$ cat src/rtl/core/utf8_stream_decoder_top_macros.svh
// assertion macros for the utf8 stream decoder
`ifndef UTF8_STREAM_DECODER_TOP_MACROS_SVH
`define UTF8_STREAM_DECODER_TOP_MACROS_SVH
`ifndef NO_ASSERTIONS
`define UTF8SD_ASSERT(lbl, clk, rstn, prop) \
    lbl: assert property (@(posedge clk) disable iff (!rstn) (prop)) \
        else $error("utf8sd check failed");
`define UTF8SD_ASSERT_IMPLY(lbl, clk, rstn, ante, cons) \
    lbl: assert property (@(posedge clk) disable iff (!rstn) (ante) |-> (cons)) \
        else $error("utf8sd check failed");
`else
`define UTF8SD_ASSERT(lbl, clk, rstn, prop)
`define UTF8SD_ASSERT_IMPLY(lbl, clk, rstn, ante, cons)
`endif
`endif

$ cat src/rtl/core/utf8sd_pkg.sv
package utf8sd_pkg;

    localparam int CP_W    = 21;
    localparam int WIDTH_W = 3;
    localparam int BYTE_W  = 8;
    localparam int CNT_W   = 3;
    localparam int MAX_RES = 4;

    localparam logic [7:0] LEAD2_LO = 8'hC2;
    localparam logic [7:0] LEAD2_HI = 8'hDF;
    localparam logic [7:0] LEAD3_LO = 8'hE0;
    localparam logic [7:0] LEAD3_HI = 8'hEF;
    localparam logic [7:0] LEAD4_LO = 8'hF0;
    localparam logic [7:0] LEAD4_HI = 8'hF4;
    localparam logic [1:0] CONT_TAG = 2'b10;

    localparam logic [CP_W-1:0] MIN_3B  = 21'h000800;
    localparam logic [CP_W-1:0] MIN_4B  = 21'h010000;
    localparam logic [CP_W-1:0] MAX_CP  = 21'h10FFFF;
    localparam logic [CP_W-1:0] SURR_LO = 21'h00D800;
    localparam logic [CP_W-1:0] SURR_HI = 21'h00DFFF;

    localparam logic [WIDTH_W-1:0] W_RAW = 3'd1;
    localparam logic [WIDTH_W-1:0] W_2B  = 3'd2;
    localparam logic [WIDTH_W-1:0] W_3B  = 3'd3;
    localparam logic [WIDTH_W-1:0] W_4B  = 3'd4;

    // results caused by one input byte
    typedef struct packed {
        logic [CNT_W-1:0]                 cnt;
        logic                             good;
        logic [WIDTH_W-1:0]               width;
        logic [CP_W-1:0]                  cp;
        logic [MAX_RES-1:0][BYTE_W-1:0]   raw;
    } t_bundle;

endpackage

$ cat src/rtl/core/utf8sd_front.sv
`include "utf8_stream_decoder_top_macros.svh"

module utf8sd_front
    import utf8sd_pkg::*;
(
    input  logic              i_clk,
    input  logic              i_rst_n,
    input  logic              i_accept,
    input  logic [BYTE_W-1:0] i_byte,
    input  logic              i_eot,
    output logic              o_push,
    output t_bundle           o_bundle
);

    logic [BYTE_W-1:0]  r_lead, n_lead;
    logic [BYTE_W-1:0]  r_pend [2];
    logic [WIDTH_W-1:0] r_exp, n_exp;
    logic [1:0]         r_seen, n_seen;
    logic [CP_W-1:0]    r_partial, n_partial;

    logic                       is2, is3, is4, start_open, start_emit;
    logic                       seq_open, is_cont, complete, bad;
    logic                       do_close, do_start, pend_we;
    logic [CP_W-1:0]            v;
    logic [CNT_W-1:0]           got;
    logic [1:0]                 pos;
    logic [BYTE_W-1:0]          base [MAX_RES];
    t_bundle                    bnd;

    always_comb begin
        is2 = i_byte inside {[LEAD2_LO:LEAD2_HI]};
        is3 = i_byte inside {[LEAD3_LO:LEAD3_HI]};
        is4 = i_byte inside {[LEAD4_LO:LEAD4_HI]};
        start_open = (is2 | is3 | is4) & ~i_eot;
        start_emit = ~start_open;
        seq_open = r_exp inside {[W_2B:W_4B]};
        is_cont = (i_byte[7:6] == CONT_TAG);
        v = {r_partial[CP_W-7:0], i_byte[5:0]};
        got = CNT_W'(r_seen) + 3'd1;
        complete = (got + 3'd1) >= r_exp;
        bad = ((r_exp == W_3B) && (v < MIN_3B)) || ((r_exp == W_4B) && (v < MIN_4B)) ||
              (v > MAX_CP) || ((v >= SURR_LO) && (v <= SURR_HI));

        n_lead    = r_lead;
        n_exp     = r_exp;
        n_seen    = r_seen;
        n_partial = r_partial;
        do_close  = 1'b0;
        do_start  = 1'b0;
        pend_we   = 1'b0;
        pos       = r_seen + 2'd1;
        bnd.cnt   = '0;
        bnd.good  = 1'b0;
        bnd.width = r_exp;
        bnd.cp    = v;

        if (!seq_open) begin
            pos      = 2'd0;
            n_exp    = '0;
            bnd.cnt  = CNT_W'(start_emit);
            do_start = 1'b1;
        end else if (!is_cont) begin
            bnd.cnt  = CNT_W'(r_seen) + 3'd1 + CNT_W'(start_emit);
            do_close = 1'b1;
            do_start = 1'b1;
        end else if (complete) begin
            do_close = 1'b1;
            if (bad) begin
                bnd.cnt = got + 3'd1;
            end else begin
                bnd.cnt  = 3'd1;
                bnd.good = 1'b1;
            end
        end else if (i_eot) begin
            do_close = 1'b1;
            bnd.cnt  = got + 3'd1;
        end else begin
            pend_we   = 1'b1;
            n_seen    = got[1:0];
            n_partial = v;
        end

        if (do_close) begin
            n_lead    = '0;
            n_exp     = '0;
            n_seen    = '0;
            n_partial = '0;
        end
        if (do_start && start_open) begin
            n_lead = i_byte;
            n_seen = '0;
            if (is2) begin
                n_exp     = W_2B;
                n_partial = CP_W'(i_byte[4:0]);
            end else if (is3) begin
                n_exp     = W_3B;
                n_partial = CP_W'(i_byte[3:0]);
            end else begin
                n_exp     = W_4B;
                n_partial = CP_W'(i_byte[2:0]);
            end
        end

        // flush order: lead, buffered bytes, then the current byte
        base[0] = r_lead;
        base[1] = r_pend[0];
        base[2] = r_pend[1];
        base[3] = i_byte;
        for (int i = 0; i < MAX_RES; i++) begin
            bnd.raw[i] = (2'(i) == pos) ? i_byte : base[i];
        end
    end

    assign o_push   = i_accept && (bnd.cnt != '0);
    assign o_bundle = bnd;

    always_ff @(posedge i_clk) begin
        if (!i_rst_n) begin
            r_lead    <= '0;
            r_exp     <= '0;
            r_seen    <= '0;
            r_partial <= '0;
        end else if (i_accept) begin
            r_lead    <= n_lead;
            r_exp     <= n_exp;
            r_seen    <= n_seen;
            r_partial <= n_partial;
        end
    end

    always_ff @(posedge i_clk) begin
        if (i_accept && pend_we) begin
            r_pend[r_seen[0]] <= i_byte;
        end
    end

    `UTF8SD_ASSERT(a_exp_legal, i_clk, i_rst_n, r_exp == 3'd0 || r_exp == W_2B || r_exp == W_3B || r_exp == W_4B)
    `UTF8SD_ASSERT_IMPLY(a_seen_room, i_clk, i_rst_n, r_exp != 3'd0, (3'(r_seen) + 3'd2) <= r_exp)

endmodule

$ cat src/rtl/core/utf8sd_queue.sv
`include "utf8_stream_decoder_top_macros.svh"

module utf8sd_queue
    import utf8sd_pkg::*;
#(
    parameter int DEPTH = 2
) (
    input  logic    i_clk,
    input  logic    i_rst_n,
    input  logic    i_push,
    input  t_bundle i_bundle,
    input  logic    i_pop,
    output t_bundle o_head,
    output logic    o_empty,
    output logic    o_full
);

    localparam int PW = (DEPTH > 1) ? $clog2(DEPTH) : 1;
    localparam int QW = $clog2(DEPTH + 1);

    t_bundle         r_slot [DEPTH];
    logic [PW-1:0]   r_wptr, r_rptr;
    logic [QW-1:0]   r_count;

    function automatic logic [PW-1:0] wrap_inc(input logic [PW-1:0] p);
        return (p == PW'(DEPTH - 1)) ? '0 : p + 1'b1;
    endfunction

    assign o_head  = r_slot[r_rptr];
    assign o_empty = (r_count == '0);
    assign o_full  = (r_count == QW'(DEPTH));

    always_ff @(posedge i_clk) begin
        if (!i_rst_n) begin
            r_wptr  <= '0;
            r_rptr  <= '0;
            r_count <= '0;
        end else begin
            if (i_push) begin
                r_wptr <= wrap_inc(r_wptr);
            end
            if (i_pop) begin
                r_rptr <= wrap_inc(r_rptr);
            end
            if (i_push && !i_pop) begin
                r_count <= r_count + 1'b1;
            end else if (i_pop && !i_push) begin
                r_count <= r_count - 1'b1;
            end
        end
    end

    always_ff @(posedge i_clk) begin
        if (i_push) begin
            r_slot[r_wptr] <= i_bundle;
        end
    end

    `UTF8SD_ASSERT(a_count_bound, i_clk, i_rst_n, r_count <= QW'(DEPTH))
    `UTF8SD_ASSERT(a_no_overflow, i_clk, i_rst_n, !(i_push && o_full))

endmodule

$ cat src/rtl/core/utf8sd_back.sv
`include "utf8_stream_decoder_top_macros.svh"

module utf8sd_back
    import utf8sd_pkg::*;
(
    input  logic               i_clk,
    input  logic               i_rst_n,
    input  logic               i_empty,
    input  t_bundle            i_head,
    output logic               o_pop,
    output logic               o_valid,
    input  logic               i_ready,
    output logic [CP_W-1:0]    o_cp,
    output logic [WIDTH_W-1:0] o_width,
    output logic               o_last
);

    logic    r_valid;
    t_bundle r_bundle;
    logic [1:0] r_idx;
    logic    fire, last, load;

    assign last  = (CNT_W'(r_idx) + 3'd1) == r_bundle.cnt;
    assign fire  = r_valid && i_ready;
    assign load  = !r_valid || (fire && last);
    assign o_pop = load && !i_empty;

    always_ff @(posedge i_clk) begin
        if (!i_rst_n) begin
            r_valid <= 1'b0;
            r_idx   <= '0;
        end else begin
            if (load) begin
                r_valid <= !i_empty;
                r_idx   <= '0;
            end else if (fire) begin
                r_idx <= r_idx + 2'd1;
            end
        end
    end

    always_ff @(posedge i_clk) begin
        if (o_pop) begin
            r_bundle <= i_head;
        end
    end

    assign o_valid = r_valid;
    assign o_cp    = r_bundle.good ? r_bundle.cp : CP_W'(r_bundle.raw[r_idx]);
    assign o_width = r_bundle.good ? r_bundle.width : W_RAW;
    assign o_last  = last;

    `UTF8SD_ASSERT_IMPLY(a_idx_range, i_clk, i_rst_n, r_valid, 3'(r_idx) < r_bundle.cnt)
    `UTF8SD_ASSERT_IMPLY(a_good_single, i_clk, i_rst_n, r_valid && r_bundle.good, r_bundle.cnt == 3'd1)

endmodule

$ cat src/rtl/core/utf8_stream_decoder_top.sv
// utf8 stream decoder
// input channel (s): one raw text byte per item, tlast marks the final byte
// of the text. output channel (m): one code point per item with its width
// in bytes, tlast set on the last result caused by one input byte.
// bytes that cannot be decoded come out one by one as raw values, width 1.
// a front stage classifies each byte and builds the group of up to four
// results it causes; a queue of QUEUE_DEPTH groups feeds a back stage that
// sends them out one per cycle while the receiver is ready.
// a result is written into the queue and then loaded into the output
// register of the back stage before it is offered.
// throughput: one byte per cycle while each byte causes at most one result
// and the receiver is ready; a byte causing several results holds the
// output until all have left the single output register of the back stage.
// reset clears the open sequence, the queue and the output register.
// when the receiver stalls, the output item holds; the queue fills and then
// tready drops until room frees up.
module utf8_stream_decoder_top
    import utf8sd_pkg::*;
#(
    parameter int QUEUE_DEPTH = 2
) (
    input  logic        i_clk,
    input  logic        i_rst_n,
    input  logic        i_s_tvalid,
    output logic        o_s_tready,
    input  logic [7:0]  i_s_tdata,   // data_byte[7:0]
    input  logic        i_s_tlast,
    output logic        o_m_tvalid,
    input  logic        i_m_tready,
    output logic [23:0] o_m_tdata,   // code_point[20:0], byte_width[23:21]
    output logic        o_m_tlast
);

    logic    accept, push, pop, q_empty, q_full;
    t_bundle f_bundle, q_head;
    logic [CP_W-1:0]    cp;
    logic [WIDTH_W-1:0] width;

    assign o_s_tready = !q_full;
    assign accept     = i_s_tvalid && !q_full;

    utf8sd_front u_front (
        .i_clk    (i_clk),
        .i_rst_n  (i_rst_n),
        .i_accept (accept),
        .i_byte   (i_s_tdata),
        .i_eot    (i_s_tlast),
        .o_push   (push),
        .o_bundle (f_bundle)
    );

    utf8sd_queue #(
        .DEPTH (QUEUE_DEPTH)
    ) u_queue (
        .i_clk    (i_clk),
        .i_rst_n  (i_rst_n),
        .i_push   (push),
        .i_bundle (f_bundle),
        .i_pop    (pop),
        .o_head   (q_head),
        .o_empty  (q_empty),
        .o_full   (q_full)
    );

    utf8sd_back u_back (
        .i_clk   (i_clk),
        .i_rst_n (i_rst_n),
        .i_empty (q_empty),
        .i_head  (q_head),
        .o_pop   (pop),
        .o_valid (o_m_tvalid),
        .i_ready (i_m_tready),
        .o_cp    (cp),
        .o_width (width),
        .o_last  (o_m_tlast)
    );

    assign o_m_tdata = {width, cp};

endmodule

$ cat config.mk
export PLATFORM = sky130hd
export DESIGN_NAME = utf8_stream_decoder_top
export DESIGN_NICKNAME = d
export VERILOG_FILES = /design/src/rtl/core/utf8sd_pkg.sv /design/src/rtl/core/utf8sd_front.sv /design/src/rtl/core/utf8sd_queue.sv /design/src/rtl/core/utf8sd_back.sv /design/src/rtl/core/utf8_stream_decoder_top.sv
export VERILOG_INCLUDE_DIRS = /design/src /design/src/rtl/core
export SDC_FILE = /design/constraint.sdc
export NUM_CORES = 1
export LEC_CHECK = 0
export BUFFER_PORTS_ARGS = -buffer_cell sky130_fd_sc_hd__buf_2
export CAP_MARGIN = 20
export CORE_ASPECT_RATIO = 1.75
export CORE_MARGIN = 8
export CORE_UTILIZATION = 46
export DETAILED_ROUTE_END_ITERATION = 12
export PLACE_DENSITY = 0.6
export SYNTH_ARGS = -nofsm -noshare
export SYNTH_HDL_FRONTEND = slang
export SYNTH_SLANG_ARGS = --single-unit
$ cat constraint.sdc
create_clock -name i_clk -period 10.9 [get_ports i_clk]
set_clock_uncertainty 0.1 [all_clocks]
set_input_delay 1.635 -clock i_clk [delete_from_list [all_inputs] [get_ports i_clk]]
set_output_delay 1.635 -clock i_clk [all_outputs]
set_load 0.01 [all_outputs]
==> qor.yml, run 1 <==
run_status:
  status: "finished, final reports clean"
synth:
  netlist_instances: 569
  synth.top_cell.area_share_pct: 61.4
  ys_warn_count: 0
  synth_seq_cells: 213
  synthTopCellsByArea: "edfxtp_1 (61%), mux2_2 (9.8%), dfxtp_1 (8.0%), a21boi_1 (2.0%), nand2_1 (1.9%)"
  ys_types: 63
  synth_ff_type: "edfxtp_1"
  netlist_area_um2: 8710
  ys_async_sr_fraction_pct: 0
  synth_edf_count: 178
  syn_nets: 591
  seq_area_frac_synth_pct: 69.4
  synth_top_cell_by_area: "edfxtp_1"
  syn_avg_cell_area_um2: 15.3
pwr:
  ir_drop_v: 0.000176
  seq_power_share_pct: 50.9
  p_leak_nw: 3.36
  p_sw_w: 0.000610
  swShare_pct: 26.8
  power_density_nw_per_um2: 233
  power_frac_clock_pct: 28.6
  p_int_w: 0.00167
  power_frac_comb_pct: 20.5
cells_and_area:
  fillers: 1569
  diodes: 0
  most-common-layout-cells: "edfxtp_1 (178), mux2_2 (76), nand2_1 (44)"
  layout-drive-gt1-share_pct: 26.9
  final_common_cell: "edfxtp_1"
  multiInputGateArea_um2: 2530
  areaGrowthSynthToFinish_pct: 12.3
  nNetsFinal: 634
  regArea_um2: 6050
worst_setup_path:
  critPathMaxFanout: 54
  r2r_slack_ps: 6820
  r2r-start: "u_front.r_seen[0]$_SDFFE_PN0P_"
  crit_path_frequent_cell: "nor2_1"
  crit_chain: "buf_2, and3b_1, o21ai_4, nor2_2, inv_2, ha_1, fa_1, nor2_1, nor2_1, a41oi_1, a31oi_1, and2_2, buf_4"
  cp-startpoint: "i_s_tdata[6]"
  cp.required_ps: 10910
  crit_buf_inv: 3
  cp_top_family: "simple AND/OR/NAND/NOR gates"
  slowest_delay_ps: 610
  cp-start-kind: "primary input"
  path_class: "in -> reg"
  endpoint_kind: "register"
  crit_arrival_ps: 4770
  worst_path_max_delay_cell: "buf_4"
placement:
  numPortBuffers: 39
  hpwl_um: 11400
  post-place-ws_ps: 5640
  gp_congestion: 0.893
run:
  maxCapViolCount: 0
grt:
  grt_usage_pct: 14.6
  grt_pass1_wl_um: 27300
  antenna_found_initial: 1
  grt_pass1_vias: 4858
  grt-ovfl-total: 0
  grt_max_degree: 56
floorplan:
  core_area_um2: 18600
  die-area_um2: 23800
  start_util_pct: 46.9
  io_pins: 40
  die_w_um: 120
  rows: 66
  die_h_um: 198
routing:
  drt_drc_violations_left: 0
  wl_met3_um: 551
  top_layer_used: "met5"
  met2_length_um: 9700
  finalWirelength_um: 17200
  vias: 4715
  routed_via_density: 5.46
  met1Wirelength_um: 6620
  first_pass_iters: 4
  antenna_left: 0
  dr.first_iter.drc_count: 249
  wl_per_cell_um: 19.9
sta:
  rsz0062_at_grt: "no"
  layout_setup_ws_ps: 6140
  fin_crit_ps: 4760
  slew_headroom_pct: 31.9
  finalHoldViolations: 0
  setup_viol: 0
  finalCritPeriodShare_pct: 43.7
  max_freq_mhz: 210
  drv_slew: 0
  tns_ps: 0
  worst_pin_slew_ps: 1020
min_path:
  hp-class: "reg -> reg"
  hold_start: "u_front.r_lead[4]$_SDFFE_PN0P_"
clock_network:
  ctsResizeCount: 0
  clk_latency_ps: 490
  root_buffer: "clkbuf_16"
  cts.sinks: 213
  tritoncts: "yes"
  numCtsBuffers: 19
  path_clk_slew_ps: 60
  cts_setup_buffers: 0
  ctsHoldBuffers: 0
  cts_buffer_depth: 3
  h-tree-depth: 1
[tightest hold or removal path: stages (launching register included)]
cell      delay, ps
dfxtp_1         310
o21ai_1          70
a21boi_1         60
[metal layers]
metal / up-vias / GRT usage (%)
met2: 80 / 28.2
met3: 26 / 2.11
met1: 2374 / 15.9
met5: - / 0
met4: 2 / 4.14
li1: 2233 / -
[power by group through the flow]
stage	logic, W	registers, W	clock network (W)
3_3_place_gp	0.000472	0.00117	0
2_1_floorplan	0.000340	0.00115	0
3_5_place_dp	0.000480	0.00118	0
4_1_cts	0.000484	0.00116	0.000664
6_report	0.000468	0.00116	0.000652
5_1_grt	0.000515	0.00118	0.000693
[kinds of logic after synthesis]
family                     count (synthesis)  synth area share (%)
muxes                                     84                  11.0
xor gates and xnor gates                   8                 0.805
AOI/OAI and AO/OA                         87                  7.49
adders and majority gates                  9                  1.38
and+or+nand+nor                          134                  8.19
DFF                                      213                  69.4
buffers and inverters                     34                  1.67
[cell usage after synthesis, drive strengths merged, types with 3 or more instances]
cell type	n
and2	22
xor2	6
dfxtp	35
nor2b	7
a21boi	24
ha	8
nor3	4
or2b	3
nand4	4
nand3	11
nand2b	4
mux2i	6
o21ai	21
mux2	76
nor2	16
o211ai	7
a22o	8
buf	5
edfxtp	178
or3	3
a22oi	3
clkbuf	19
inv	10
nand2	44
a21oi	8
[area by class of cell]
type | count | share of cell area, %
inverters | 10 | 0.384
multi-input cells | 322 | 25.9
flip-flops and latches | 213 | 61.9
clock buffers | 27 | 5.49
repair buffers | 46 | 2.53
well taps | 238 | 3.05
clock inverters | 7 | 0.755
[final timing paths]
kind | endpoint | cells past startpoint
setup / recovery | u_queue.r_slot[1][8]$_DFFE_PP_ | 13
hold / removal | u_front.r_lead[4]$_SDFFE_PN0P_ | 2
setup reg to reg | u_queue.r_slot[1][8]$_DFFE_PP_ | 11
hold reg to reg | u_front.r_lead[4]$_SDFFE_PN0P_ | 2
[metrics by stage]
step / cell area, um2 / hold WS, ps / util (%) / total power (W) / instances
after global routing: 9770 / 406 / 52.6 / 0.00238 / 863
after global placement: 9160 / 363 / 49.3 / 0.00164 / 829
after CTS: 9770 / 378 / 52.6 / 0.00231 / 863
after detailed placement: 9160 / 371 / 49.3 / 0.00166 / 829
final: 9770 / 375 / 52.6 / 0.00228 / 863
after floorplan: 8710 / 339 / - / 0.00149 / 569
[registers in the layout, indices dropped and copies added (netlist names)]
register           flops
u_front.r_pend        16
u_front.r_exp          3
u_back.r_idx           2
u_front.r_seen         2
u_front.r_partial     15
u_back.r_bundle       54
u_queue.r_wptr         1
u_back.o_valid         1
u_queue.r_slot       108
u_front.r_lead         8
u_queue.r_rptr         1
u_queue.r_count        2
(Power assumes the default switching activity.)
==> inputs of run 2 (changes only) <==
Clock period 10.9 ns to 4.5 ns, I/O delays scaled along.
==> run 2 against run 1 <==
  * Worst hold slack gained 2.6 ps
  * Flip-flop and latch count is the same
  * Register-to-register slack lost 6100 ps
  * Worst setup slack lost 5400 ps
  * First-iteration DRC count grew 10%
  * Sequential share of layout area is essentially flat
  * Clock power grew 120%
  * Routed wire length grew 3.0%
  * Combinational power grew 140%
  * Largest power group unchanged
==> qor.yml, run 2 (synthesis gave the netlist of run 1 again) <==
placement:
  numPortBuffers: 39  # unchanged
  hpwl_um: 12000  # was 11400 um
  placedCellCount: 837  # was 829
  gp_congestion: 0.894  # was 0.893
  dpl-instance-area_um2: 9230  # was 9160 um2
cells_and_area:
  layout-drive-gt1-share_pct: 26.8  # was 26.9%
  most-common-layout-cells: "edfxtp_1 (178), mux2_2 (76), nand2_1 (44)"  # unchanged
  nNetsFinal: 642  # was 634
  stdcell_count: 869  # was 863
  largest_reg_flops: 108  # unchanged
  diodes: 0  # unchanged
  final_common_cell: "edfxtp_1"  # unchanged
  regMostFlops: "u_queue.r_slot"  # unchanged
  areaGrowthSynthToFinish_pct: 12.2  # was 12.3%
  postLayoutCellArea_um2: 9770  # about the same
min_path:
  hp-class: "reg -> reg"  # unchanged
worst_setup_path:
  cp.required_ps: 4520  # was 10910 ps
  critPathMaxFanout: 33  # was 54
  crit_path_frequent_cell: "ha_1"  # was nor2_1
  cp-startpoint: "u_front.r_seen[0]$_SDFFE_PN0P_"  # was i_s_tdata[6]
  crit_chain: "inv_1, ha_1, xor2_1, ha_1, nand2_1, o211ai_1, and3_1, a2bb2oi_1, a31oi_1, and2b_2, buf_4"  # was buf_2, and3b_1, o21ai_4, nor2_2, inv_2, ha_1, fa_1, nor2_1, nor2_1, a41oi_1, a31oi_1, and2_2, buf_4
  crit_arrival_ps: 3780  # was 4770 ps
  endpoint: "u_queue.r_slot[0][19]$_DFFE_PP_"  # was u_queue.r_slot[1][8]$_DFFE_PP_
  worstRegToRegCells: 11  # unchanged
  r2r-start: "u_front.r_seen[0]$_SDFFE_PN0P_"  # unchanged
  cp-start-kind: "register"  # was primary input
  worst_path_max_delay_cell: "dfxtp_1"  # was buf_4
  path_class: "reg -> reg"  # was in -> reg
  r2r-end: "u_queue.r_slot[0][19]$_DFFE_PP_"  # was u_queue.r_slot[1][8]$_DFFE_PP_
  r2r_slack_ps: 740  # was 6820 ps
  endpoint_kind: "register"  # unchanged
  slowest_delay_ps: 520  # was 610 ps
sta:
  setup_viol: 0  # unchanged
  tns_ps: 0  # unchanged
  max_freq_mhz: 266
  rsz0062_at_grt: "no"  # unchanged
  worst_pin_slew_ps: 905  # was 1020 ps
  slew_headroom_pct: 39.7  # was 31.9%
  drv_slew: 0  # unchanged
  fin_crit_ps: 3760
  finalHoldViolations: 0  # unchanged
  finalCritPeriodShare_pct: 83.5
floorplan:
  die_h_um: 198  # unchanged
  die-area_um2: 23800  # unchanged
  die_w_um: 120  # unchanged
  rows: 66  # unchanged
  core_area_um2: 18600  # unchanged
  start_util_pct: 46.9  # unchanged
  io_pins: 40  # unchanged
routing:
  drt_drc_violations_left: 0  # unchanged
  met2_length_um: 10100  # was 9700 um
  top_layer_used: "met4"  # was met5
  vias: 4656  # was 4715
  routed_via_density: 5.36  # was 5.46
  antenna_left: 0  # unchanged
  met1Wirelength_um: 6590  # was 6620 um
  wl_per_cell_um: 20.4  # was 19.9 um
  first_pass_iters: 4  # unchanged
  finalWirelength_um: 17700  # was 17200 um
  wl_met3_um: 579  # was 551 um
  dr.first_iter.drc_count: 275  # was 249
clock_network:
  h-tree-depth: 1  # unchanged
  tritoncts: "yes"  # unchanged
  clk_latency_ps: 480  # was 490 ps
  cts_setup_buffers: 0  # unchanged
  numCtsBuffers: 19  # unchanged
  cts.sinks: 213  # unchanged
  path_clk_slew_ps: 70  # was 60 ps
  cts_buffer_depth: 3  # unchanged
  ctsResizeCount: 0  # unchanged
  root_buffer: "clkbuf_16"  # unchanged
  ctsHoldBuffers: 0  # unchanged
grt:
  grt_max_degree: 56  # unchanged
  grt-ovfl-total: 0  # unchanged
  grt_pass1_wl_um: 27800  # was 27300 um
  grt_usage_pct: 15.1  # was 14.6%
  antenna_found_initial: 1  # unchanged
  grt_pass1_vias: 4972  # was 4858
pwr:
  p_leak_nw: 3.37  # was 3.36 nW
  power_density_nw_per_um2: 553  # was 233 nW/um2
  power_w: 0.00540  # was 0.00228 W
  swShare_pct: 26.8  # about the same
  p_sw_w: 0.00145  # was 0.000610 W
  seq_power_share_pct: 52.3  # was 50.9%
  p_int_w: 0.00396  # was 0.00167 W
  power_frac_comb_pct: 20.9  # was 20.5%
  power_frac_clock_pct: 26.9  # was 28.6%
  ir_drop_v: 0.000421  # was 0.000176 V
run_status:
  status: "finished, final reports clean"  # unchanged
run:
  maxCapViolCount: 0  # unchanged
## run 2: changes by cell type in the layout (fill, tap and decap cells not counted), sizes merged
cell	delta
buf	+8
bufinv	-1
clkbuf	+2
clkinv	-2
inv	-1
## run 2: area by class of cell
class / count / area, um2
Clock buffer: 29 / 523
Clock inverter: 3 / 17.5
Fill cell: 1576 / 8810
Inverter: 10 / 37.5
Multi-Input combinational cell: 322 / 2530
Sequential cell: 213 / 6050
Tap cell: 238 / 298
Timing Repair Buffer: 54 / 320
## run 2: power groups by stage
stage / clock [W] / combinational (W) / sequential (W)
2_1_floorplan: 0 / 0.000824 / 0.00277
3_3_place_gp: 0 / 0.00115 / 0.00285
3_5_place_dp: 0 / 0.00116 / 0.00287
4_1_cts: 0.00149 / 0.00117 / 0.00283
5_1_grt: 0.00156 / 0.00124 / 0.00287
6_report: 0.00145 / 0.00113 / 0.00282
## run 2: worst min-delay path by stage
| stage | slack [ps] | endpoint | start | cells past startpoint |
|---|---|---|---|---|
| floorplan | 340 | u_queue.r_slot[0][41]$_DFFE_PP_ | u_front.r_partial[3]$_SDFFE_PN0P_ | 0 |
| global placement | 370 | u_front.r_lead[4]$_SDFFE_PN0P_ | u_front.r_lead[4]$_SDFFE_PN0P_ | 2 |
| detailed placement | 370 | u_queue.r_slot[1][41]$_DFFE_PP_ | u_front.r_partial[3]$_SDFFE_PN0P_ | 0 |
| CTS | 380 | u_queue.r_slot[0][35]$_DFFE_PP_ | i_s_tdata[3] | 1 |
| global route | 400 | u_front.r_lead[2]$_SDFFE_PN0P_ | u_front.r_lead[2]$_SDFFE_PN0P_ | 2 |
| finish | 380 | u_front.r_lead[3]$_SDFFE_PN0P_ | u_front.r_lead[3]$_SDFFE_PN0P_ | 2 |
## run 2: critical path, delay by kind of cell (launching register included)
kind | cells | cell delay, ps
AO/OA/AOI/OAI | 3 | 780
adder cells (fa/ha/maj) | 2 | 690
buffers and inverters | 2 | 610
flip-flops | 1 | 520
AND/OR/NAND/NOR | 3 | 500
XOR/XNOR | 1 | 190
## run 2: metal layers
layer / global-route usage (%) / vias up
li1: - / 2243
met2: 29.3 / 78
met4: 5.63 / 0
met5: 0 / -
met3: 2.14 / 34
met1: 16.0 / 2301
## run 2: stage by stage
step | worst slack (ps) | hold slack [ps] | util, %
2_1_floorplan | 130 | 339 | -
3_3_place_gp | 453 | 366 | 49.7
3_5_place_dp | 448 | 371 | 49.7
4_1_cts | 718 | 375 | 52.6
5_1_grt | 466 | 401 | 52.6
6_report | 741 | 378 | 52.6
